===== config.mk =====
export PLATFORM = sky130hd
export DESIGN_NAME = address_range_table_flat
export DESIGN_NICKNAME = d
export VERILOG_FILES = /design/src/rtl/core/art_pkg.sv /design/src/rtl/core/art_req_if.sv /design/src/rtl/core/art_rsp_if.sv /design/src/rtl/core/art_ctrl.sv /design/src/rtl/core/art_dp.sv /design/src/rtl/core/address_range_table.sv /design/src/flat_wrapper.sv
export VERILOG_INCLUDE_DIRS = /design/src /design/src/rtl/core
export SDC_FILE = /design/constraint.sdc
export NUM_CORES = 2
export LEC_CHECK = 0
export BUFFER_PORTS_ARGS = -buffer_cell sky130_fd_sc_hd__buf_4
export CAP_MARGIN = 0
export CORE_ASPECT_RATIO = 2
export CORE_UTILIZATION = 30
export CTS_BUF_LIST = sky130_fd_sc_hd__clkbuf_8 sky130_fd_sc_hd__clkbuf_16
export DETAILED_ROUTE_END_ITERATION = 8
export GPL_TIMING_DRIVEN = 0
export HOLD_SLACK_MARGIN = 0.08
export PLACE_DENSITY = 0.41
export SYNTH_ARGS = -nofsm -noshare
export SYNTH_HDL_FRONTEND = slang
export SYNTH_SLANG_ARGS = --single-unit

===== constraint.sdc =====
create_clock -name clk -period 15.5 [get_ports clk]
set_input_delay 2.325 -clock clk [delete_from_list [all_inputs] [get_ports clk]]
set_output_delay 2.325 -clock clk [all_outputs]
set_load 0.02 [all_outputs]

===== src/rtl/core/address_range_table_macros.svh =====
// Assertion macros shared by the address range table RTL.
`ifndef ADDRESS_RANGE_TABLE_MACROS_SVH
`define ADDRESS_RANGE_TABLE_MACROS_SVH

// Same-cycle implication, disabled while reset is held.
`define ART_ASSERT_IMPL(label, clk, rst_n, ante, cons) \
	label: assert property (@(posedge clk) disable iff (!(rst_n)) (ante) |-> (cons)) \
		else $error("address_range_table: check failed");

// Next-cycle implication, disabled while reset is held.
`define ART_ASSERT_NEXT(label, clk, rst_n, ante, cons) \
	label: assert property (@(posedge clk) disable iff (!(rst_n)) (ante) |=> (cons)) \
		else $error("address_range_table: check failed");

`endif


===== src/rtl/core/art_pkg.sv =====
// Shared types, sizes and codes of the address range table.
package art_pkg;

	localparam int TABLE_DEPTH = 16;
	localparam int ADDR_BITS   = 48;
	localparam int TAG_BITS    = 32;
	localparam int SLOT_BITS   = (TABLE_DEPTH > 1) ? $clog2(TABLE_DEPTH) : 1;

	typedef enum logic [1:0] {
		CMD_ADD    = 2'd0,
		CMD_REMOVE = 2'd1,
		CMD_FIND   = 2'd2,
		CMD_NOP    = 2'd3
	} cmd_t;

	typedef enum logic [1:0] {
		ST_OK       = 2'd0,
		ST_OVERLAP  = 2'd1,
		ST_NOTFOUND = 2'd2,
		ST_FULL     = 2'd3
	} status_t;

	typedef enum logic [1:0] {
		S_IDLE,
		S_SCAN,
		S_DRAIN,
		S_FIN
	} state_t;

	typedef struct packed {
		cmd_t                 cmd;
		logic [ADDR_BITS-1:0] start_addr;
		logic [ADDR_BITS-1:0] end_addr;
		logic [TAG_BITS-1:0]  user_tag;
	} req_t;

	typedef struct packed {
		status_t             status;
		logic                hit;
		logic [TAG_BITS-1:0] found_tag;
	} rsp_t;

	// Controller to datapath
	typedef struct packed {
		logic load;
		logic issue;
		logic commit;
	} ctrl_t;

	// Datapath to controller
	typedef struct packed {
		logic last_issue;
		logic out_free;
	} stat_t;

endpackage


===== src/rtl/core/art_req_if.sv =====
// Command channel: valid/ready handshake with the command beat.
interface art_req_if;
	import art_pkg::*;

	logic                 valid;
	logic                 ready;
	logic [1:0]           cmd;
	logic [ADDR_BITS-1:0] start_addr;
	logic [ADDR_BITS-1:0] end_addr;
	logic [TAG_BITS-1:0]  user_tag;

	modport source (output valid, output cmd, output start_addr, output end_addr,
		output user_tag, input ready);
	modport sink (input valid, input cmd, input start_addr, input end_addr,
		input user_tag, output ready);
endinterface


===== src/rtl/core/art_rsp_if.sv =====
// Result channel: valid/ready handshake with the result beat.
interface art_rsp_if;
	import art_pkg::*;

	logic                valid;
	logic                ready;
	logic [1:0]          status;
	logic                hit;
	logic [TAG_BITS-1:0] found_tag;

	modport source (output valid, output status, output hit, output found_tag,
		input ready);
	modport sink (input valid, input status, input hit, input found_tag,
		output ready);
endinterface


===== src/rtl/core/art_ctrl.sv =====
// Command sequencer: accept, scan the slots, drain the compare stage, finish.
module art_ctrl (
	input  logic           clk,
	input  logic           arst_n,
	input  logic           in_valid,
	output logic           in_ready,
	input  art_pkg::stat_t stat,
	output art_pkg::ctrl_t ctrl
);
	import art_pkg::*;

	state_t state_q;
	state_t state_d;

	always_ff @(posedge clk or negedge arst_n) begin
		if (!arst_n) begin
			state_q <= S_IDLE;
		end else begin
			state_q <= state_d;
		end
	end

	always_comb begin
		state_d = state_q;
		case (state_q)
			S_IDLE: begin
				if (in_valid) state_d = S_SCAN;
			end
			S_SCAN: begin
				if (stat.last_issue) state_d = S_DRAIN;
			end
			S_DRAIN: begin
				state_d = S_FIN;
			end
			S_FIN: begin
				if (stat.out_free) state_d = S_IDLE;
			end
			default: begin
				state_d = S_IDLE;
			end
		endcase
	end

	always_comb begin
		in_ready    = 1'b0;
		ctrl.load   = 1'b0;
		ctrl.issue  = 1'b0;
		ctrl.commit = 1'b0;
		case (state_q)
			S_IDLE: begin
				in_ready  = 1'b1;
				ctrl.load = in_valid;
			end
			S_SCAN: begin
				ctrl.issue = 1'b1;
			end
			S_DRAIN: begin
			end
			S_FIN: begin
				// hold the finished result until the output register frees up
				ctrl.commit = stat.out_free;
			end
			default: begin
			end
		endcase
	end

endmodule


===== src/rtl/core/art_dp.sv =====
// Slot store, one shared compare stage, result logic and output register.
module art_dp (
	input  logic           clk,
	input  logic           arst_n,
	input  art_pkg::ctrl_t ctrl,
	output art_pkg::stat_t stat,
	input  art_pkg::req_t  req_pl,
	output logic           out_valid,
	input  logic           out_ready,
	output art_pkg::rsp_t  out_pl
);
	import art_pkg::*;

	// slot store
	logic [TABLE_DEPTH-1:0] slot_valid_q;
	logic [ADDR_BITS-1:0]   slot_start_q [TABLE_DEPTH];
	logic [ADDR_BITS-1:0]   slot_end_q   [TABLE_DEPTH];
	logic [TAG_BITS-1:0]    slot_tag_q   [TABLE_DEPTH];

	// captured command
	cmd_t                 cmd_q;
	logic [ADDR_BITS-1:0] s_q;
	logic [ADDR_BITS-1:0] e_q;
	logic [TAG_BITS-1:0]  tag_q;

	logic [SLOT_BITS-1:0] idx_q;

	// read stage
	logic                 live_s1;
	logic                 vld_s1;
	logic [SLOT_BITS-1:0] idx_s1;
	logic [ADDR_BITS-1:0] start_s1;
	logic [ADDR_BITS-1:0] end_s1;
	logic [TAG_BITS-1:0]  tag_s1;

	// scan results
	logic                 match_q;
	logic                 overlap_q;
	logic                 free_q;
	logic [SLOT_BITS-1:0] match_idx_q;
	logic [SLOT_BITS-1:0] free_idx_q;
	logic [TAG_BITS-1:0]  match_tag_q;

	logic  out_valid_q;
	rsp_t  out_q;

	logic  same_start;
	logic  below_end;
	logic  covers;
	logic  meets;
	logic  sel_match;
	logic  inverted;
	rsp_t  res;
	logic  do_write;
	logic  do_clear;

	assign stat.last_issue = (idx_q == SLOT_BITS'(TABLE_DEPTH - 1));
	assign stat.out_free   = !out_valid_q || out_ready;

	always_ff @(posedge clk) begin
		if (ctrl.load) begin
			cmd_q <= req_pl.cmd;
			s_q   <= req_pl.start_addr;
			e_q   <= req_pl.end_addr;
			tag_q <= req_pl.user_tag;
		end
	end

	always_ff @(posedge clk or negedge arst_n) begin
		if (!arst_n) begin
			idx_q   <= '0;
			live_s1 <= 1'b0;
		end else begin
			live_s1 <= ctrl.issue;
			if (ctrl.load) begin
				idx_q <= '0;
			end else if (ctrl.issue) begin
				idx_q <= idx_q + 1'b1;
			end
		end
	end

	always_ff @(posedge clk) begin
		if (ctrl.issue) begin
			vld_s1   <= slot_valid_q[idx_q];
			idx_s1   <= idx_q;
			start_s1 <= slot_start_q[idx_q];
			end_s1   <= slot_end_q[idx_q];
			tag_s1   <= slot_tag_q[idx_q];
		end
	end

	// compare one slot against the captured command
	assign same_start = (start_s1 == s_q);
	assign below_end  = (s_q < end_s1);
	assign covers     = (s_q >= start_s1) && below_end;
	assign meets      = (start_s1 < e_q) && below_end;
	assign sel_match  = (cmd_q == CMD_FIND) ? covers : same_start;

	always_ff @(posedge clk or negedge arst_n) begin
		if (!arst_n) begin
			match_q   <= 1'b0;
			overlap_q <= 1'b0;
			free_q    <= 1'b0;
		end else if (ctrl.load) begin
			match_q   <= 1'b0;
			overlap_q <= 1'b0;
			free_q    <= 1'b0;
		end else if (live_s1) begin
			if (vld_s1) begin
				if (same_start || meets) overlap_q <= 1'b1;
				if (sel_match && !match_q) match_q <= 1'b1;
			end else if (!free_q) begin
				free_q <= 1'b1;
			end
		end
	end

	// keep the first matching slot and the lowest free slot
	always_ff @(posedge clk) begin
		if (live_s1) begin
			if (vld_s1 && sel_match && !match_q) begin
				match_idx_q <= idx_s1;
				match_tag_q <= tag_s1;
			end
			if (!vld_s1 && !free_q) begin
				free_idx_q <= idx_s1;
			end
		end
	end

	assign inverted = (e_q <= s_q);

	always_comb begin
		res      = '{status: ST_OK, hit: 1'b0, found_tag: '0};
		do_write = 1'b0;
		do_clear = 1'b0;
		case (cmd_q)
			CMD_ADD: begin
				if (inverted || overlap_q) begin
					res.status = ST_OVERLAP;
				end else if (!free_q) begin
					res.status = ST_FULL;
				end else begin
					do_write = 1'b1;
				end
			end
			CMD_REMOVE: begin
				if (match_q) begin
					do_clear = 1'b1;
				end else begin
					res.status = ST_NOTFOUND;
				end
			end
			CMD_FIND: begin
				if (match_q) begin
					res.hit       = 1'b1;
					res.found_tag = match_tag_q;
				end else begin
					res.status = ST_NOTFOUND;
				end
			end
			default: begin
			end
		endcase
	end

	always_ff @(posedge clk or negedge arst_n) begin
		if (!arst_n) begin
			slot_valid_q <= '0;
		end else if (ctrl.commit) begin
			if (do_write) slot_valid_q[free_idx_q] <= 1'b1;
			if (do_clear) slot_valid_q[match_idx_q] <= 1'b0;
		end
	end

	always_ff @(posedge clk) begin
		if (ctrl.commit && do_write) begin
			slot_start_q[free_idx_q] <= s_q;
			slot_end_q[free_idx_q]   <= e_q;
			slot_tag_q[free_idx_q]   <= tag_q;
		end
	end

	// output register: load on commit, drop once the beat is taken
	always_ff @(posedge clk or negedge arst_n) begin
		if (!arst_n) begin
			out_valid_q <= 1'b0;
		end else if (ctrl.commit) begin
			out_valid_q <= 1'b1;
		end else if (out_ready) begin
			out_valid_q <= 1'b0;
		end
	end

	always_ff @(posedge clk) begin
		if (ctrl.commit) out_q <= res;
	end

	assign out_valid = out_valid_q;
	assign out_pl    = out_q;

endmodule


===== src/rtl/core/address_range_table.sv =====
// Top level of the address range table: channels, sequencer and datapath.
`include "address_range_table_macros.svh"

// Keeps up to TABLE_DEPTH (16) disjoint half-open ranges [start, end) with a tag each and
// takes one command beat at a time: add, remove by start, or find an address. Every
// command reads all slots through a single slot read port into one compare stage, one
// slot per cycle. Its result reaches the output register after the reads of all slots,
// the compare of the last slot in the drain state and the finish state. The next command
// is taken in the cycle after the result is registered. The previous result may still
// wait in the output register meanwhile; the finish state holds until that register is free.
// A successful add goes to the lowest free slot; an add that is empty, inverted
// or meets a stored range is refused with the overlap status before fullness is checked.
module address_range_table (
	input  logic clk,
	input  logic arst_n,
	art_req_if.sink   req,
	art_rsp_if.source resp
);
	import art_pkg::*;

	ctrl_t ctrl;
	stat_t stat;
	req_t  req_pl;
	rsp_t  out_pl;
	logic  in_ready;
	logic  out_valid;

	assign req_pl.cmd        = cmd_t'(req.cmd);
	assign req_pl.start_addr = req.start_addr;
	assign req_pl.end_addr   = req.end_addr;
	assign req_pl.user_tag   = req.user_tag;
	assign req.ready         = in_ready;

	art_ctrl u_ctrl (
		.clk      (clk),
		.arst_n   (arst_n),
		.in_valid (req.valid),
		.in_ready (in_ready),
		.stat     (stat),
		.ctrl     (ctrl)
	);

	art_dp u_dp (
		.clk       (clk),
		.arst_n    (arst_n),
		.ctrl      (ctrl),
		.stat      (stat),
		.req_pl    (req_pl),
		.out_valid (out_valid),
		.out_ready (resp.ready),
		.out_pl    (out_pl)
	);

	assign resp.valid     = out_valid;
	assign resp.status    = out_pl.status;
	assign resp.hit       = out_pl.hit;
	assign resp.found_tag = out_pl.found_tag;

	`ART_ASSERT_IMPL(a_one_cmd, clk, arst_n, 1'b1, $onehot0({ctrl.load, ctrl.issue, ctrl.commit}))
	`ART_ASSERT_NEXT(a_one_item, clk, arst_n, req.valid && req.ready, !req.ready)
	`ART_ASSERT_NEXT(a_commit_shows, clk, arst_n, ctrl.commit, resp.valid)
	`ART_ASSERT_IMPL(a_hit_ok, clk, arst_n, resp.valid && resp.hit, resp.status == ST_OK)

endmodule

===== src/flat_wrapper.sv =====
// flat-port wrapper written by rule: the top's interface ports become plain ports
module address_range_table_flat import art_pkg::*;
  (clk, arst_n, req_valid, req_cmd, req_start_addr, req_end_addr, req_user_tag, req_ready, resp_valid, resp_status, resp_hit, resp_found_tag, resp_ready);
  art_req_if req_i ();
  art_rsp_if resp_i ();
  input  logic clk;
  input  logic arst_n;
  input wire logic [$bits(req_i.valid)-1:0] req_valid;
  input wire logic [$bits(req_i.cmd)-1:0] req_cmd;
  input wire logic [$bits(req_i.start_addr)-1:0] req_start_addr;
  input wire logic [$bits(req_i.end_addr)-1:0] req_end_addr;
  input wire logic [$bits(req_i.user_tag)-1:0] req_user_tag;
  output wire logic [$bits(req_i.ready)-1:0] req_ready;
  output wire logic [$bits(resp_i.valid)-1:0] resp_valid;
  output wire logic [$bits(resp_i.status)-1:0] resp_status;
  output wire logic [$bits(resp_i.hit)-1:0] resp_hit;
  output wire logic [$bits(resp_i.found_tag)-1:0] resp_found_tag;
  input wire logic [$bits(resp_i.ready)-1:0] resp_ready;
  assign req_i.valid = req_valid;
  assign req_i.cmd = req_cmd;
  assign req_i.start_addr = req_start_addr;
  assign req_i.end_addr = req_end_addr;
  assign req_i.user_tag = req_user_tag;
  assign req_ready = req_i.ready;
  assign resp_valid = resp_i.valid;
  assign resp_status = resp_i.status;
  assign resp_hit = resp_i.hit;
  assign resp_found_tag = resp_i.found_tag;
  assign resp_i.ready = resp_ready;
  address_range_table u_core (.clk(clk), .arst_n(arst_n), .req(req_i), .resp(resp_i));
endmodule

==> impl_metrics.py <==
metrics = {
    "yosys": {
        "syn_inst": 4097,
        "synthFlopType": "edfxtp_1",
        "synth_warnings": 0,
        "synth_seq_cells": 2413,
        "synth_area_sq_um": 93400,
        "async_flop_share": 0.0112,
        "yosysSeqAreaShare": 0.775,
        "synthesis.nets": 4430,
        "yosysUniqueCellTypes": 52,
        "synth_edf_count": 2386,
        "synth.avg_cell_area_sq_um": 22.8,
    },
    "worst_setup_path": {
        "critPathArrivalTime_ns": 6.81,
        "crit_fanout": 19,
        "crit_type": "register to register",
        "r2r_cells": 18,
        "regToRegSetupSlack_ns": 9.27,
        "reg2reg_from": "u_core.u_dp.s_q[15]",
        "required_ns": 16.07,
        "end_kind": "register",
        "r2r_end": "u_core.u_dp.slot_start_q[8][18]",
        "start_kind": "register",
    },
    "timing": {
        "worstMarginPinSlew_ns": 1.55,
        "setup_violations": 0,
        "finalCriticalPeriod_ns": 6.23,
        "hold_slack_ns": 0.415,
        "tns_ns": 0,
        "fin_worst_skew_ns": 0.0715,
        "relSlewSlack": -0.0442,
        "fin_crit_sh": 0.402,
        "slew_violations": 3,
        "setup_ws_ns": 9.27,
        "fmax_mhz": 161,
        "hold_violations": 0,
        "rsz0062_at_grt": "false",
    },
    "detailed_routing": {
        "vias_per_cell": 4.93,
        "via_count": 44900,
        "top_layer": "met5",
        "wl_per_cell_um": 32.1,
        "dr.pass1.iters": 9,
        "wl_met2_um": 162000,
        "drtIter0Drc": 3632,
        "wl_met1_um": 113000,
        "drc_errors": 8,
        "ant_nets": 0,
        "wl_met3_um": 9760,
        "wl_um": 292000,
    },
    "cts": {
        "post_cts_buffers": 0,
        "clock_latency_ns": 0.92,
        "cts-hold-fix-buffers": 0,
        "post_cts_resized": 0,
        "cts.sinks": 2413,
        "clk_transition_reported_paths_ns": 0.07,
        "h-tree-depth": 4,
        "clk_path_buf_depth": 4,
        "cts_tree": "yes",
        "cts-root-buf": "clkbuf_16",
        "cts_made_buffers": 227,
    },
    "floorplan": {
        "io_pins": 171,
        "die_h_um": 791,
        "die_x_um": 396,
        "placementRows": 289,
        "core_sq_um": 310000,
        "dieArea_sq_um": 314000,
        "initial_utilization": 0.302,
    },
    "power": {
        "totalPowerFinal_mw": 17.9,
        "power_density_nw_per_um2": 160,
        "p_int_mw": 12.6,
        "ir_drop_v": 0.000110,
        "pwr-share-comb": 0.218,
        "switching_power_mw": 5.27,
        "power_frac_seq": 0.465,
        "power_leakage_nw": 36.2,
        "pwr-share-clk": 0.316,
        "swShare": 0.295,
    },
    "min_path": {
        "holdPathStages": 0,
        "min_from": "u_core.u_dp.tag_s1[13]",
        "hold_class": "register to register",
        "hold_path_end": "u_core.u_dp.match_tag_q[13]",
    },
    "placement": {
        "preCtsSetupSlack_ns": 8.77,
        "gp_congestion": 0.766,
        "dp_hpwl_um": 205000,
        "numPortBuffers": 170,
    },
    "grt": {
        "antenna_found_initial": 19,
        "grt_overflow_total": 0,
        "grt_max_degree": 39,
        "grt_pass1_vias": 48300,
        "grt_pass1_wl_um": 401000,
        "grt_usage": 0.185,
    },
    "layout": {
        "fillCellCount": 28600,
        "final_common_cell": "edfxtp_1",
        "final_cell_mix": "edfxtp_1, mux4_2, buf_6",
        "area_growth_pct": 19.4,
        "drive_gt1_frac": 0.307,
        "fin_nets": 5173,
    },
    "status": {
        "status": "finished with violations",
        "failed_checks": "design-rule violations, max-capacitance violations, max-slew violations",
    },
    "job": {
        "drv_cap": 1,
    },
}
power by group through the flow:
stage                     clock network [mW]  logic, mW  registers [mW]
after CTS                               5.81       4.06            8.33
after floorplan                            0       2.41            8.19
after global placement                     0       3.94            8.56
final                                   5.65       3.90            8.30
after global routing                    5.99       4.19            8.34
after detailed placement                   0       4.05            8.46
per-stage QoR:
step                      std cells  area [sq um]   util
after global placement         8341         99700  0.322
after floorplan                4097         93400      -
after CTS                      9093        111000  0.360
after detailed placement       8684        104000  0.336
final                          9097        111000  0.360
after global routing           9095        111000  0.360
worst max-delay path by stage:
| stage | depth (start not counted) | startpoint | slack, ns | to |
|---|---|---|---|---|
| after floorplan | 7 | resp_ready | 1.41 | u_core.u_dp.slot_end_q[4][0] |
| after global placement | 8 | resp_ready | -17.35 | u_core.u_dp.slot_start_q[4][32] |
| after detailed placement | 16 | resp_ready | 8.77 | u_core.u_dp.slot_start_q[8][29] |
| after CTS | 18 | u_core.u_dp.s_q[13] | 9.22 | u_core.u_dp.slot_start_q[8][18] |
| after global routing | 18 | u_core.u_dp.s_q[13] | 9.10 | u_core.u_dp.slot_start_q[8][18] |
| final | 18 | u_core.u_dp.s_q[15] | 9.27 | u_core.u_dp.slot_start_q[8][18] |
sequential cells by signal, indices dropped and copies added (netlist names), 4 cells and up:
name / cells
u_core.u_dp.slot_end_q: 768
u_core.u_dp.slot_start_q: 768
u_core.u_dp.slot_tag_q: 512
u_core.u_dp.e_q: 48
u_core.u_dp.end_s1: 48
u_core.u_dp.s_q: 48
u_core.u_dp.start_s1: 48
u_core.u_dp.out_pl: 35
u_core.u_dp.match_tag_q: 32
u_core.u_dp.tag_q: 32
u_core.u_dp.tag_s1: 32
u_core.u_dp.slot_valid_q: 16
u_core.u_dp.free_idx_q: 4
u_core.u_dp.idx_q: 4
u_core.u_dp.idx_s1: 4
u_core.u_dp.match_idx_q: 4
kinds of logic after synthesis:
logic type                 count (synthesis)  share of synthesized area
muxes                                    646                      0.156
and+or+nand+nor                          260                     0.0145
buffers and inverters                    381                     0.0155
DFF                                     2413                      0.775
AOI/OAI and AO/OA                        195                     0.0128
adders and majority gates                199                     0.0267
xor gates and xnor gates                   3                   0.000281
cell usage after synthesis, types with 17 or more instances:
cell type	number	area, sq um
edfxtp_1	2386	71600
mux4_2	645	14500
inv_1	222	833
ha_1	199	2490
clkbuf_1	108	405
a21oi_1	86	430
nand2_1	63	236
buf_1	43	161
nor2_1	42	158
and3_1	37	231
o21ai_0	33	165
nand4_1	31	194
dfrtp_1	27	676
nand3_1	22	110
nor3_1	17	85.1
critical path, cell delays in order (launching register included):
cell and delay, ns:
edfxtp_1 0.97, inv_1 0.11, ha_1 0.34, nand4_1 0.15, or4_1 0.66, a31oi_1 0.42, o41a_1 0.41, or3_4 0.27
o21ai_4 0.08, buf_6 0.18, nor3_2 0.85, buf_8 0.25, buf_6 0.17, buf_6 0.17, buf_6 0.15, buf_6 0.18
buf_8 0.17, buf_6 0.18, buf_8 0.16
per-layer routing:
metal / vias up / global-route usage
li1: 18700 / -
met1: 24800 / 0.220
met2: 1055 / 0.353
met3: 315 / 0.0196
met4: 4 / 0.0454
met5: - / 0
cell type report:
type                    count  area (sq um)  share of cell area
well taps                4074          5100              0.0457
flip-flops and latches   2413         72300               0.649
inverters                 222           833             0.00748
repair buffers            514          5530              0.0496
clock inverters           175          1470              0.0132
clock buffers             234          5820              0.0522
diodes                      3          7.51           0.0000674
plain buffers             159           642             0.00576
multi-input cells        1303         19700               0.177
Note: power is estimated with default switching activity, not from simulation.
